===== src/rtl/core/epoch_seconds_to_date_time_top_macros.svh =====
// Assertion macros for the epoch seconds to date/time block.
// Define NO_ASSERTIONS to compile the checks out.
`ifndef EPOCH_SECONDS_TO_DATE_TIME_TOP_MACROS_SVH
`define EPOCH_SECONDS_TO_DATE_TIME_TOP_MACROS_SVH

`ifndef NO_ASSERTIONS
// Same-cycle implication, disabled while reset is asserted.
`define ESTDT_ASSERT_IMPL(name, clk, rst_n, ante, cons) \
	name: assert property (@(posedge clk) disable iff (!rst_n) (ante) |-> (cons)) \
		else $error("estdt assertion failed");
// Next-cycle implication, disabled while reset is asserted.
`define ESTDT_ASSERT_NEXT(name, clk, rst_n, ante, cons) \
	name: assert property (@(posedge clk) disable iff (!rst_n) (ante) |=> (cons)) \
		else $error("estdt assertion failed");
`else
`define ESTDT_ASSERT_IMPL(name, clk, rst_n, ante, cons)
`define ESTDT_ASSERT_NEXT(name, clk, rst_n, ante, cons)
`endif

`endif


===== src/rtl/core/estdt_pkg.sv =====
// Package: constants, types and tables of the epoch seconds to date/time block.
`default_nettype none
package estdt_pkg;

	// pipeline depth, accept to result register
	localparam int NUM_STAGES = 11;

	// seconds per day = 675 << 7; floor(2^32 / 675)
	localparam logic [22:0] DAY_RECIP    = 23'd6362914;
	localparam logic [9:0]  DAY_DIV_ODD  = 10'd675;
	// floor(rem / 3600) = (rem * 37283) >> 27 for rem < 86400
	localparam logic [15:0] HOUR_RECIP   = 16'd37283;
	// floor(rem / 60) = (rem * 279621) >> 24 for rem < 86400
	localparam logic [18:0] MIN_RECIP    = 19'd279621;
	// floor(doe / 1460) = (doe * 367720) >> 29 for doe < 146097
	localparam logic [18:0] Q1460_RECIP  = 19'd367720;
	// floor(t / 365) = (t * 183860) >> 26 for t < 146097
	localparam logic [17:0] YEAR_RECIP   = 18'd183860;
	// floor(v / 153) = (v * 1714) >> 18 for v < 1832
	localparam logic [10:0] MONTH_RECIP  = 11'd1714;

	// days from 1600-03-01 (era 4 base) to 1970-01-01
	localparam logic [17:0] DOE_BIAS     = 18'd135080;
	localparam logic [17:0] DAYS_PER_ERA = 18'd146097;
	localparam logic [17:0] DAYS_PER_CEN = 18'd36524;
	localparam logic [11:0] ERA4_YEAR    = 12'd1600;
	localparam logic [11:0] ERA5_YEAR    = 12'd2000;

	localparam logic [16:0] ZONE_RESET   = 17'd7200;

	typedef struct packed {
		logic [NUM_STAGES-1:0] load;
		logic [NUM_STAGES-1:0] valid;
	} pipe_ctrl_t;

	// first day of month mp (0 = March) within a March-based year
	function automatic logic [8:0] month_start(input logic [3:0] mp);
		logic [8:0] r;
		case (mp)
			4'd0:    r = 9'd0;
			4'd1:    r = 9'd31;
			4'd2:    r = 9'd61;
			4'd3:    r = 9'd92;
			4'd4:    r = 9'd122;
			4'd5:    r = 9'd153;
			4'd6:    r = 9'd184;
			4'd7:    r = 9'd214;
			4'd8:    r = 9'd245;
			4'd9:    r = 9'd275;
			4'd10:   r = 9'd306;
			4'd11:   r = 9'd337;
			default: r = 9'd0;
		endcase
		return r;
	endfunction

endpackage
`default_nettype wire


===== src/rtl/core/estdt_if.sv =====
// Stream interfaces: timestamp input channel and date/time result channel.
`default_nettype none
interface estdt_in_if;
	logic        valid;
	logic        ready;
	logic [31:0] epoch_seconds;

	modport source (output valid, output epoch_seconds, input ready);
	modport sink   (input valid, input epoch_seconds, output ready);
endinterface

interface estdt_out_if;
	logic        valid;
	logic        ready;
	logic [11:0] year;
	logic [3:0]  month;
	logic [4:0]  day_of_month;
	logic [4:0]  hour;
	logic [5:0]  minute;
	logic [5:0]  second;
	logic        out_of_range;

	modport source (output valid, output year, output month, output day_of_month,
		output hour, output minute, output second, output out_of_range, input ready);
	modport sink   (input valid, input year, input month, input day_of_month,
		input hour, input minute, input second, input out_of_range, output ready);
endinterface
`default_nettype wire


===== src/rtl/core/epoch_seconds_to_date_time_top.sv =====
// Top level: pipelined Unix seconds to Gregorian date and time-of-day converter.
//
// Usage
//   in_ch  : valid/ready stream of epoch_seconds (unsigned seconds since
//            1970-01-01 00:00:00 UTC). An item is taken when valid and ready.
//   out_ch : valid/ready stream of year, month, day_of_month, hour, minute,
//            second and out_of_range, one result item per input item, in order.
//   cfg    : cfg_wr_en / cfg_wr_data write the signed 17-bit zone offset that
//            is added before conversion. Write only while the block is idle.
//   If the shifted count is negative or exceeds 32 bits, out_of_range is set
//   and the date and time fields are zero.
// Timing
//   11 register stages, ending in the result register that drives out_ch.
//   One item per cycle sustained while out_ch takes results; the depth is set
//   by the reciprocal multiplies (day, hour, minute, 4-year-cycle, year and
//   month splits), each followed by a register; hour and minute share one.
//   When out_ch stalls, the pipeline holds and fills its bubbles; in_ch ready
//   drops only once every stage holds an item. Nothing is lost or repeated.
// Reset
//   arst_n clears all valid bits and loads the zone offset with +7200 s.
`default_nettype none
`include "epoch_seconds_to_date_time_top_macros.svh"
module epoch_seconds_to_date_time_top
	import estdt_pkg::*;
(
	input  logic              clk,
	input  logic              arst_n,
	input  logic              cfg_wr_en,
	input  logic [16:0]       cfg_wr_data,
	estdt_in_if.sink          in_ch,
	estdt_out_if.source       out_ch
);

	pipe_ctrl_t ctrl;
	logic [16:0] zone_offset_q;

	// ---------------- configuration register ----------------
	always_ff @(posedge clk or negedge arst_n) begin
		if (!arst_n) begin
			zone_offset_q <= ZONE_RESET;
		end else if (cfg_wr_en) begin
			zone_offset_q <= cfg_wr_data;
		end
	end

	// ---------------- pipeline control ----------------
	estdt_pipe_ctrl u_ctrl (
		.clk       (clk),
		.arst_n    (arst_n),
		.in_valid  (in_ch.valid),
		.out_ready (out_ch.ready),
		.ctrl      (ctrl)
	);

	assign in_ch.ready  = ctrl.load[0];
	assign out_ch.valid = ctrl.valid[NUM_STAGES-1];

	// ---------------- stage 1: apply zone offset ----------------
	// 34-bit signed sum: bit 33 set means negative, bit 32 set means above 32 bits
	logic [33:0] shifted_w;
	logic [31:0] secs_s1;
	logic        oor_s1;

	assign shifted_w = {2'b00, in_ch.epoch_seconds} + {{17{zone_offset_q[16]}}, zone_offset_q};

	always_ff @(posedge clk) begin
		if (ctrl.load[0]) begin
			secs_s1 <= shifted_w[31:0];
			oor_s1  <= shifted_w[33] | shifted_w[32];
		end
	end

	// ---------------- stage 2: day estimate ----------------
	// 86400 = 675 << 7; estimate is exact or one low
	logic [47:0] day_prod_w;
	logic [15:0] dayq_s2;
	logic [31:0] secs_s2;
	logic        oor_s2;

	assign day_prod_w = 48'(secs_s1[31:7]) * 48'(DAY_RECIP);

	always_ff @(posedge clk) begin
		if (ctrl.load[1]) begin
			dayq_s2 <= day_prod_w[47:32];
			secs_s2 <= secs_s1;
			oor_s2  <= oor_s1;
		end
	end

	// ---------------- stage 3: back-multiply ----------------
	logic [25:0] dayp_s3;
	logic [15:0] dayq_s3;
	logic [31:0] secs_s3;
	logic        oor_s3;

	always_ff @(posedge clk) begin
		if (ctrl.load[2]) begin
			dayp_s3 <= 26'(dayq_s2) * 26'(DAY_DIV_ODD);
			dayq_s3 <= dayq_s2;
			secs_s3 <= secs_s2;
			oor_s3  <= oor_s2;
		end
	end

	// ---------------- stage 4: day correction, seconds of day ----------------
	logic [24:0] day_diff_w;
	logic [10:0] day_rem_w;
	logic        day_fix_w;
	logic [9:0]  day_rem_fixed_w;
	logic [15:0] days_s4;
	logic [16:0] sod_s4;
	logic        oor_s4;

	assign day_diff_w      = secs_s3[31:7] - 25'(dayp_s3);
	assign day_rem_w       = day_diff_w[10:0];
	assign day_fix_w       = day_rem_w >= 11'(DAY_DIV_ODD);
	assign day_rem_fixed_w = day_fix_w ? 10'(day_rem_w - 11'(DAY_DIV_ODD)) : day_rem_w[9:0];

	always_ff @(posedge clk) begin
		if (ctrl.load[3]) begin
			days_s4 <= dayq_s3 + 16'(day_fix_w);
			sod_s4  <= {day_rem_fixed_w, secs_s3[6:0]};
			oor_s4  <= oor_s3;
		end
	end

	// ---------------- stage 5: day of era, hour and minute-of-day ----------------
	logic [17:0] doe_raw_w;
	logic        era5_w;
	logic [31:0] hour_prod_w;
	logic [34:0] mins_prod_w;
	logic [17:0] doe_s5;
	logic        era5_s5;
	logic [4:0]  hour_s5;
	logic [10:0] mins_s5;
	logic [16:0] sod_s5;
	logic        oor_s5;

	assign doe_raw_w   = 18'(days_s4) + DOE_BIAS;
	assign era5_w      = doe_raw_w >= DAYS_PER_ERA;
	assign hour_prod_w = 32'(sod_s4) * 32'(HOUR_RECIP);
	assign mins_prod_w = 35'(sod_s4) * 35'(MIN_RECIP);

	always_ff @(posedge clk) begin
		if (ctrl.load[4]) begin
			doe_s5  <= era5_w ? doe_raw_w - DAYS_PER_ERA : doe_raw_w;
			era5_s5 <= era5_w;
			hour_s5 <= hour_prod_w[31:27];
			mins_s5 <= mins_prod_w[34:24];
			sod_s5  <= sod_s4;
			oor_s5  <= oor_s4;
		end
	end

	// ---------------- stage 6: 4-year and century counts, minute, second ----------------
	logic [36:0] q1460_prod_w;
	logic [6:0]  q1460_s6;
	logic [2:0]  cent_s6;
	logic        last_day_s6;
	logic [17:0] doe_s6;
	logic        era5_s6;
	logic [4:0]  hour_s6;
	logic [5:0]  minute_s6;
	logic [5:0]  second_s6;
	logic        oor_s6;

	assign q1460_prod_w = 37'(doe_s5) * 37'(Q1460_RECIP);

	always_ff @(posedge clk) begin
		if (ctrl.load[5]) begin
			q1460_s6    <= q1460_prod_w[35:29];
			cent_s6     <= 3'(doe_s5 >= DAYS_PER_CEN) + 3'(doe_s5 >= 18'(2 * DAYS_PER_CEN)) +
				3'(doe_s5 >= 18'(3 * DAYS_PER_CEN)) + 3'(doe_s5 >= 18'(4 * DAYS_PER_CEN));
			last_day_s6 <= doe_s5 == 18'(4 * DAYS_PER_CEN);
			doe_s6      <= doe_s5;
			era5_s6     <= era5_s5;
			hour_s6     <= hour_s5;
			minute_s6   <= 6'(mins_s5 - 11'(hour_s5) * 11'd60);
			second_s6   <= 6'(sod_s5 - 17'(mins_s5) * 17'd60);
			oor_s6      <= oor_s5;
		end
	end

	// ---------------- stage 7: leap-corrected day count ----------------
	logic [17:0] tdays_s7;
	logic [17:0] doe_s7;
	logic        era5_s7;
	logic [4:0]  hour_s7;
	logic [5:0]  minute_s7;
	logic [5:0]  second_s7;
	logic        oor_s7;

	always_ff @(posedge clk) begin
		if (ctrl.load[6]) begin
			tdays_s7  <= doe_s6 - 18'(q1460_s6) + 18'(cent_s6) - 18'(last_day_s6);
			doe_s7    <= doe_s6;
			era5_s7   <= era5_s6;
			hour_s7   <= hour_s6;
			minute_s7 <= minute_s6;
			second_s7 <= second_s6;
			oor_s7    <= oor_s6;
		end
	end

	// ---------------- stage 8: year of era ----------------
	logic [35:0] yoe_prod_w;
	logic [8:0]  yoe_s8;
	logic [17:0] doe_s8;
	logic        era5_s8;
	logic [4:0]  hour_s8;
	logic [5:0]  minute_s8;
	logic [5:0]  second_s8;
	logic        oor_s8;

	assign yoe_prod_w = 36'(tdays_s7) * 36'(YEAR_RECIP);

	always_ff @(posedge clk) begin
		if (ctrl.load[7]) begin
			yoe_s8    <= yoe_prod_w[34:26];
			doe_s8    <= doe_s7;
			era5_s8   <= era5_s7;
			hour_s8   <= hour_s7;
			minute_s8 <= minute_s7;
			second_s8 <= second_s7;
			oor_s8    <= oor_s7;
		end
	end

	// ---------------- stage 9: day of March-based year ----------------
	logic [8:0]  yoe_cent_w;
	logic [17:0] year_start_w;
	logic [17:0] doy_full_w;
	logic [8:0]  doy_s9;
	logic [8:0]  yoe_s9;
	logic        era5_s9;
	logic [4:0]  hour_s9;
	logic [5:0]  minute_s9;
	logic [5:0]  second_s9;
	logic        oor_s9;

	assign yoe_cent_w   = 9'(yoe_s8 >= 9'd100) + 9'(yoe_s8 >= 9'd200) + 9'(yoe_s8 >= 9'd300);
	assign year_start_w = 18'(yoe_s8) * 18'd365 + 18'(yoe_s8[8:2]) - 18'(yoe_cent_w);
	assign doy_full_w   = doe_s8 - year_start_w;

	always_ff @(posedge clk) begin
		if (ctrl.load[8]) begin
			doy_s9    <= doy_full_w[8:0];
			yoe_s9    <= yoe_s8;
			era5_s9   <= era5_s8;
			hour_s9   <= hour_s8;
			minute_s9 <= minute_s8;
			second_s9 <= second_s8;
			oor_s9    <= oor_s8;
		end
	end

	// ---------------- stage 10: month index ----------------
	logic [21:0] mp_prod_w;
	logic [3:0]  mp_s10;
	logic [8:0]  doy_s10;
	logic [8:0]  yoe_s10;
	logic        era5_s10;
	logic [4:0]  hour_s10;
	logic [5:0]  minute_s10;
	logic [5:0]  second_s10;
	logic        oor_s10;

	assign mp_prod_w = (22'(doy_s9) * 22'd5 + 22'd2) * 22'(MONTH_RECIP);

	always_ff @(posedge clk) begin
		if (ctrl.load[9]) begin
			mp_s10     <= mp_prod_w[21:18];
			doy_s10    <= doy_s9;
			yoe_s10    <= yoe_s9;
			era5_s10   <= era5_s9;
			hour_s10   <= hour_s9;
			minute_s10 <= minute_s9;
			second_s10 <= second_s9;
			oor_s10    <= oor_s9;
		end
	end

	// ---------------- stage 11: civil fields, result register ----------------
	// January and February belong to the next calendar year
	logic [3:0]  month_w;
	logic [8:0]  dom_w;
	logic [11:0] year_w;

	assign month_w = (mp_s10 < 4'd10) ? mp_s10 + 4'd3 : mp_s10 - 4'd9;
	assign dom_w   = doy_s10 - month_start(mp_s10) + 9'd1;
	assign year_w  = 12'(yoe_s10) + (era5_s10 ? ERA5_YEAR : ERA4_YEAR) +
		12'(month_w <= 4'd2);

	always_ff @(posedge clk) begin
		if (ctrl.load[10]) begin
			out_ch.out_of_range <= oor_s10;
			out_ch.year         <= oor_s10 ? 12'd0 : year_w;
			out_ch.month        <= oor_s10 ? 4'd0 : month_w;
			out_ch.day_of_month <= oor_s10 ? 5'd0 : dom_w[4:0];
			out_ch.hour         <= oor_s10 ? 5'd0 : hour_s10;
			out_ch.minute       <= oor_s10 ? 6'd0 : minute_s10;
			out_ch.second       <= oor_s10 ? 6'd0 : second_s10;
		end
	end

	// ---------------- assertions ----------------
	`ESTDT_ASSERT_NEXT(a_accept_fills_s1, clk, arst_n, in_ch.valid && in_ch.ready, ctrl.valid[0])
	`ESTDT_ASSERT_IMPL(a_oor_zeroes, clk, arst_n, out_ch.valid && out_ch.out_of_range, (out_ch.year == 12'd0) && (out_ch.month == 4'd0) && (out_ch.day_of_month == 5'd0) && (out_ch.hour == 5'd0) && (out_ch.minute == 6'd0) && (out_ch.second == 6'd0))
	`ESTDT_ASSERT_IMPL(a_fields_legal, clk, arst_n, out_ch.valid && !out_ch.out_of_range, (out_ch.month >= 4'd1) && (out_ch.month <= 4'd12) && (out_ch.day_of_month >= 5'd1) && (out_ch.hour <= 5'd23) && (out_ch.minute <= 6'd59) && (out_ch.second <= 6'd59))
	`ESTDT_ASSERT_IMPL(a_year_span, clk, arst_n, out_ch.valid && !out_ch.out_of_range, (out_ch.year >= 12'd1970) && (out_ch.year <= 12'd2106))

endmodule
`default_nettype wire


===== src/rtl/core/estdt_pipe_ctrl.sv =====
// Pipeline control: per-stage valid bits and load enables with stall support.
`default_nettype none
module estdt_pipe_ctrl
	import estdt_pkg::*;
(
	input  logic       clk,
	input  logic       arst_n,
	input  logic       in_valid,
	input  logic       out_ready,
	output pipe_ctrl_t ctrl
);

	logic [NUM_STAGES-1:0] valid_q;
	logic [NUM_STAGES-1:0] load_w;
	logic [NUM_STAGES-1:0] prev_w;

	// a stage loads when the receiver takes, or when some stage at or after it is empty
	always_comb begin
		for (int i = 0; i < NUM_STAGES; i++) begin
			load_w[i] = out_ready ||
				((valid_q | ~({NUM_STAGES{1'b1}} << i)) != {NUM_STAGES{1'b1}});
		end
	end

	assign prev_w = {valid_q[NUM_STAGES-2:0], in_valid};

	always_ff @(posedge clk or negedge arst_n) begin
		if (!arst_n) begin
			valid_q <= '0;
		end else begin
			for (int i = 0; i < NUM_STAGES; i++) begin
				if (load_w[i]) begin
					valid_q[i] <= prev_w[i];
				end
			end
		end
	end

	assign ctrl.load  = load_w;
	assign ctrl.valid = valid_q;

endmodule
`default_nettype wire


===== src/flat_wrapper.sv =====
// flat-port wrapper written by rule: the top's interface ports become plain ports
module epoch_seconds_to_date_time_top_flat import estdt_pkg::*;
  (clk, arst_n, cfg_wr_en, cfg_wr_data, in_ch_valid, in_ch_epoch_seconds, in_ch_ready, out_ch_valid, out_ch_year, out_ch_month, out_ch_day_of_month, out_ch_hour, out_ch_minute, out_ch_second, out_ch_out_of_range, out_ch_ready);
  estdt_in_if in_ch_i ();
  estdt_out_if out_ch_i ();
  input  logic clk;
  input  logic arst_n;
  input  logic cfg_wr_en;
  input  logic [16:0] cfg_wr_data;
  input wire logic [$bits(in_ch_i.valid)-1:0] in_ch_valid;
  input wire logic [$bits(in_ch_i.epoch_seconds)-1:0] in_ch_epoch_seconds;
  output wire logic [$bits(in_ch_i.ready)-1:0] in_ch_ready;
  output wire logic [$bits(out_ch_i.valid)-1:0] out_ch_valid;
  output wire logic [$bits(out_ch_i.year)-1:0] out_ch_year;
  output wire logic [$bits(out_ch_i.month)-1:0] out_ch_month;
  output wire logic [$bits(out_ch_i.day_of_month)-1:0] out_ch_day_of_month;
  output wire logic [$bits(out_ch_i.hour)-1:0] out_ch_hour;
  output wire logic [$bits(out_ch_i.minute)-1:0] out_ch_minute;
  output wire logic [$bits(out_ch_i.second)-1:0] out_ch_second;
  output wire logic [$bits(out_ch_i.out_of_range)-1:0] out_ch_out_of_range;
  input wire logic [$bits(out_ch_i.ready)-1:0] out_ch_ready;
  assign in_ch_i.valid = in_ch_valid;
  assign in_ch_i.epoch_seconds = in_ch_epoch_seconds;
  assign in_ch_ready = in_ch_i.ready;
  assign out_ch_valid = out_ch_i.valid;
  assign out_ch_year = out_ch_i.year;
  assign out_ch_month = out_ch_i.month;
  assign out_ch_day_of_month = out_ch_i.day_of_month;
  assign out_ch_hour = out_ch_i.hour;
  assign out_ch_minute = out_ch_i.minute;
  assign out_ch_second = out_ch_i.second;
  assign out_ch_out_of_range = out_ch_i.out_of_range;
  assign out_ch_i.ready = out_ch_ready;
  epoch_seconds_to_date_time_top u_core (.clk(clk), .arst_n(arst_n), .cfg_wr_en(cfg_wr_en), .cfg_wr_data(cfg_wr_data), .in_ch(in_ch_i), .out_ch(out_ch_i));
endmodule

===== config.mk =====
export PLATFORM = sky130hd
export DESIGN_NAME = epoch_seconds_to_date_time_top_flat
export DESIGN_NICKNAME = d
export VERILOG_FILES = /design/src/rtl/core/estdt_pkg.sv /design/src/rtl/core/estdt_if.sv /design/src/rtl/core/epoch_seconds_to_date_time_top.sv /design/src/rtl/core/estdt_pipe_ctrl.sv /design/src/flat_wrapper.sv
export VERILOG_INCLUDE_DIRS = /design/src /design/src/rtl/core
export SDC_FILE = /design/constraint.sdc
export NUM_CORES = 2
export LEC_CHECK = 0
export ABC_AREA = 1
export BUFFER_PORTS_ARGS = -buffer_cell sky130_fd_sc_hd__buf_2
export CAP_MARGIN = 20
export CELL_PAD_IN_SITES_DETAIL_PLACEMENT = 0
export CELL_PAD_IN_SITES_GLOBAL_PLACEMENT = 1
export CORE_MARGIN = 4
export CORE_UTILIZATION = 31
export CTS_CLUSTER_SIZE = 25
export DETAILED_ROUTE_END_ITERATION = 8
export PLACE_DENSITY = 0.58
export SLEW_MARGIN = 20
export SYNTH_ARGS = -nofsm -noshare
export SYNTH_HDL_FRONTEND = slang
export SYNTH_HIERARCHICAL = 1
export SYNTH_SLANG_ARGS = --single-unit

===== constraint.sdc =====
create_clock -name clk -period 15.7 [get_ports clk]
set_input_delay 3.14 -clock clk [delete_from_list [all_inputs] [get_ports clk]]
set_output_delay 3.14 -clock clk [all_outputs]
set_load 0.01 [all_outputs]

==> reports/results.ini <==
[drt]
detailroute.via_count=33700
ant_nets=0
drt_first_pass_iters=5
vias_per_cell=4.49
routedWlPerCell_um=15.8
drt-initial-drc-count=1534
drt_drc=0
route.final.wire_length_mm=119

[floorplan]
dieArea_mm2=0.174
die_width_um=417
io-pin-count=95
core_area_mm2=0.166
initial_core_util=0.313
die_y_um=417
std_cell_rows=149

[synthesis]
syn-instance-count=5115
post_synth.cell_area_avg_um2=10.1
synth_warnings=6
synth-seq-cells=461
post_synth_instance_area_mm2=0.0518
synth-main-ff-cell=sky130_fd_sc_hd__edfxtp_1
seq_area_frac_synth=0.264
top_cells_by_instance_count_after_synthesis=1139 x sky130_fd_sc_hd__inv_1, 1093 x sky130_fd_sc_hd__ha_1, 583 x sky130_fd_sc_hd__nand2_1
asyncSetResetFlopFracSynth=0.0607
synth.most_common_cell=sky130_fd_sc_hd__inv_1
synth_top_cell_by_area=sky130_fd_sc_hd__ha_1
synth.top_cells.by_area=sky130_fd_sc_hd__ha_1 26%, sky130_fd_sc_hd__edfxtp_1 25%, sky130_fd_sc_hd__fa_1 20%
yosys.area.top_type_share=0.264
synth_fp_nets=6770
synth.lib_cells_used.distinct=58
synth_enable_flop_cells=428

[clock_network]
cts_root_buffer=sky130_fd_sc_hd__clkbuf_16
postCtsResizedCells=0
cts-buffers-inserted=54
tritoncts=done
worst_skew_pair.late_latency_ns=0.65
cts_post_setup_buffers_inserted=0
worst_setup_hold_path_clk_slew_ns=0.06
ctsLongestPathBuffers=3
clock_sinks=461
htree_levels=2
cts_hold_buffers=0

[critical_path]
timing.critical_path.cells=buf_2 -> inv_2 -> nand3_4 -> buf_4 -> nor2_4 -> nand3_2 -> buf_2
worst_ep_arrival_time_ns=4.60
max_stage_delay_ns=0.33
worst_setup_path_end_kind=primary output
path_delay_family=buffers and inverters
worstRegToRegCells=31
worst_setup_path_start_kind=input port
critPathMostFrequentCell=sky130_fd_sc_hd__buf_2
cp.buffers_inverters=4
cp.depth=7
setup.reg_to_reg.worst_slack_ns=8.76
worstSetupPathType=in2out
critPathRequiredTime_ns=12.56
crit_slowest_cell=sky130_fd_sc_hd__buf_4
timing.critical_path.fanout_max=46

[grt]
grt_pass1_wl_mm=193
grt_util_all_layers=0.139
grt-ovfl-total=0
grt_pass1_vias=35300
antenna_found_initial=5
grt_max_degree=50

[placed_design]
gp_congestion=0.841
place.detailed.hpwl_mm=99.1
dp.cells=7410
numPortBuffers=94

[timing]
finalWorstPathRequiredPeriod_ns=7.74
slew_headroom=0.310
portion_of_the_clock_cycle_consumed_by_the_worst_path_in_the_final_layout=0.493
fmaxAchievable_mhz=129
totalNegativeSetupSlack_ns=0
finalMaxSlewViolations=0
hold_viol_final=0
clock-skew-final_ns=0.0548
worst_pin_slew_ns=1.03
grt_setup_unrepaired=no
setup_viol_count_final=0

[finish]
fin_cells=7511
finalNetCount=6932
final_layout_size_suffix_gt1_frac=0.0521
area.growth.synth_to_final_pct=10.1

[run]
drv_cap=0

[run_status]
run_status=finished, final reports clean

[worst_hold_path]
worstHoldPathCells=0
timing.hold.worst.class=reg2reg

-- flip-flops by register name, indices dropped and copies added, names as in the netlist, 11 cells and up, named ones only --
name	flops
u_core/secs_s1	32
u_core/doe_s5	18
u_core/doe_s6	18
u_core/secs_s2	18
u_core/secs_s3	18
u_core/tdays_s7	18
u_core/sod_s4	17
u_core/zone_offset_q	17
u_core/dayq_s2	16
u_core/days_s4	16
u_core/dayq_s3	15
u_core/out_ch.year	12
u_core/dayp_s3	11
u_core/u_ctrl/valid_q	11
-- logic make-up (layout without fill, tap and decap cells) --
family / count (synthesis) / after routing / share of synthesized area
other: 0 / 1 / 0
buffers and inverters: 1152 / 1358 / 0.0837
AO/OA/AOI/OAI: 561 / 561 / 0.0618
XOR/XNOR: 198 / 198 / 0.0342
adder cells (fa/ha/maj): 1601 / 1601 / 0.460
multiplexers: 16 / 16 / 0.00348
AND/OR/NAND/NOR: 1126 / 1126 / 0.0931
flip-flops: 461 / 461 / 0.264
-- through the flow --
step | area, um^2 | utilization | worst slack (ns) | hold WS (ns)
floorplan | 51800 | - | 8.20 | 0.400
global placement | 55100 | 0.333 | 7.91 | 0.401
detailed placement | 55100 | 0.333 | 7.92 | 0.405
CTS | 57000 | 0.345 | 7.91 | 0.417
global route | 57100 | 0.345 | 7.87 | 0.420
finish | 57100 | 0.345 | 7.96 | 0.416
-- layer usage --
metal / part of all wire / vias up / GRT usage
met5: 0.00011 / - / 0
met4: 0.016 / 2 / 0.0253
met3: 0.027 / 106 / 0.0150
met2: 0.47 / 352 / 0.231
met1: 0.49 / 16100 / 0.196
li1: - / 17100 / -
-- cell type report --
type	instances	area, um^2
Multi-Input combinational cell	3502	33800
Fill cell	16900	108000
Inverter	1144	4290
Sequential cell	461	13700
Timing Repair Buffer	114	621
Tap cell	2189	2740
Clock buffer	60	1410
Antenna cell	1	2.50
Clock inverter	40	488
-- final timing paths --
| kind | from | end |
|---|---|---|
| max | out_ch_ready | in_ch_ready |
| min | u_core/secs_s3[0]$_DFFE_PP_ | u_core/sod_s4[0]$_DFFE_PP_ |
| max reg2reg | u_core/doy_s9[1]$_DFFE_PP_ | flip-flop |
| min reg2reg | u_core/secs_s3[0]$_DFFE_PP_ | u_core/sod_s4[0]$_DFFE_PP_ |
| max in group asynchronous | arst_n | u_core/u_ctrl/valid_q[4]$_DFFE_PN0P_ |
| min in group asynchronous | arst_n | u_core/zone_offset_q[0]$_DFFE_PN0P_ |
-- cell usage in the layout, fill, tap and decap left out, types with 50 or more instances in the layout --
cell                           n
sky130_fd_sc_hd__xor2_1      128
sky130_fd_sc_hd__nor2_1      249
sky130_fd_sc_hd__edfxtp_1    428
sky130_fd_sc_hd__clkbuf_16    54
sky130_fd_sc_hd__buf_2        94
sky130_fd_sc_hd__nor3_1       50
sky130_fd_sc_hd__inv_1      1139
sky130_fd_sc_hd__ha_1       1093
sky130_fd_sc_hd__a21oi_1     264
sky130_fd_sc_hd__fa_1        508
sky130_fd_sc_hd__nand3_1     138
sky130_fd_sc_hd__xnor2_1      65
sky130_fd_sc_hd__nand4_1      51
sky130_fd_sc_hd__o21ai_0     141
sky130_fd_sc_hd__nand2_1     579
Power is left out: the tool's default activity adds up to more than one toggle a clock period on the data nets, which glitch-free logic cannot reach.
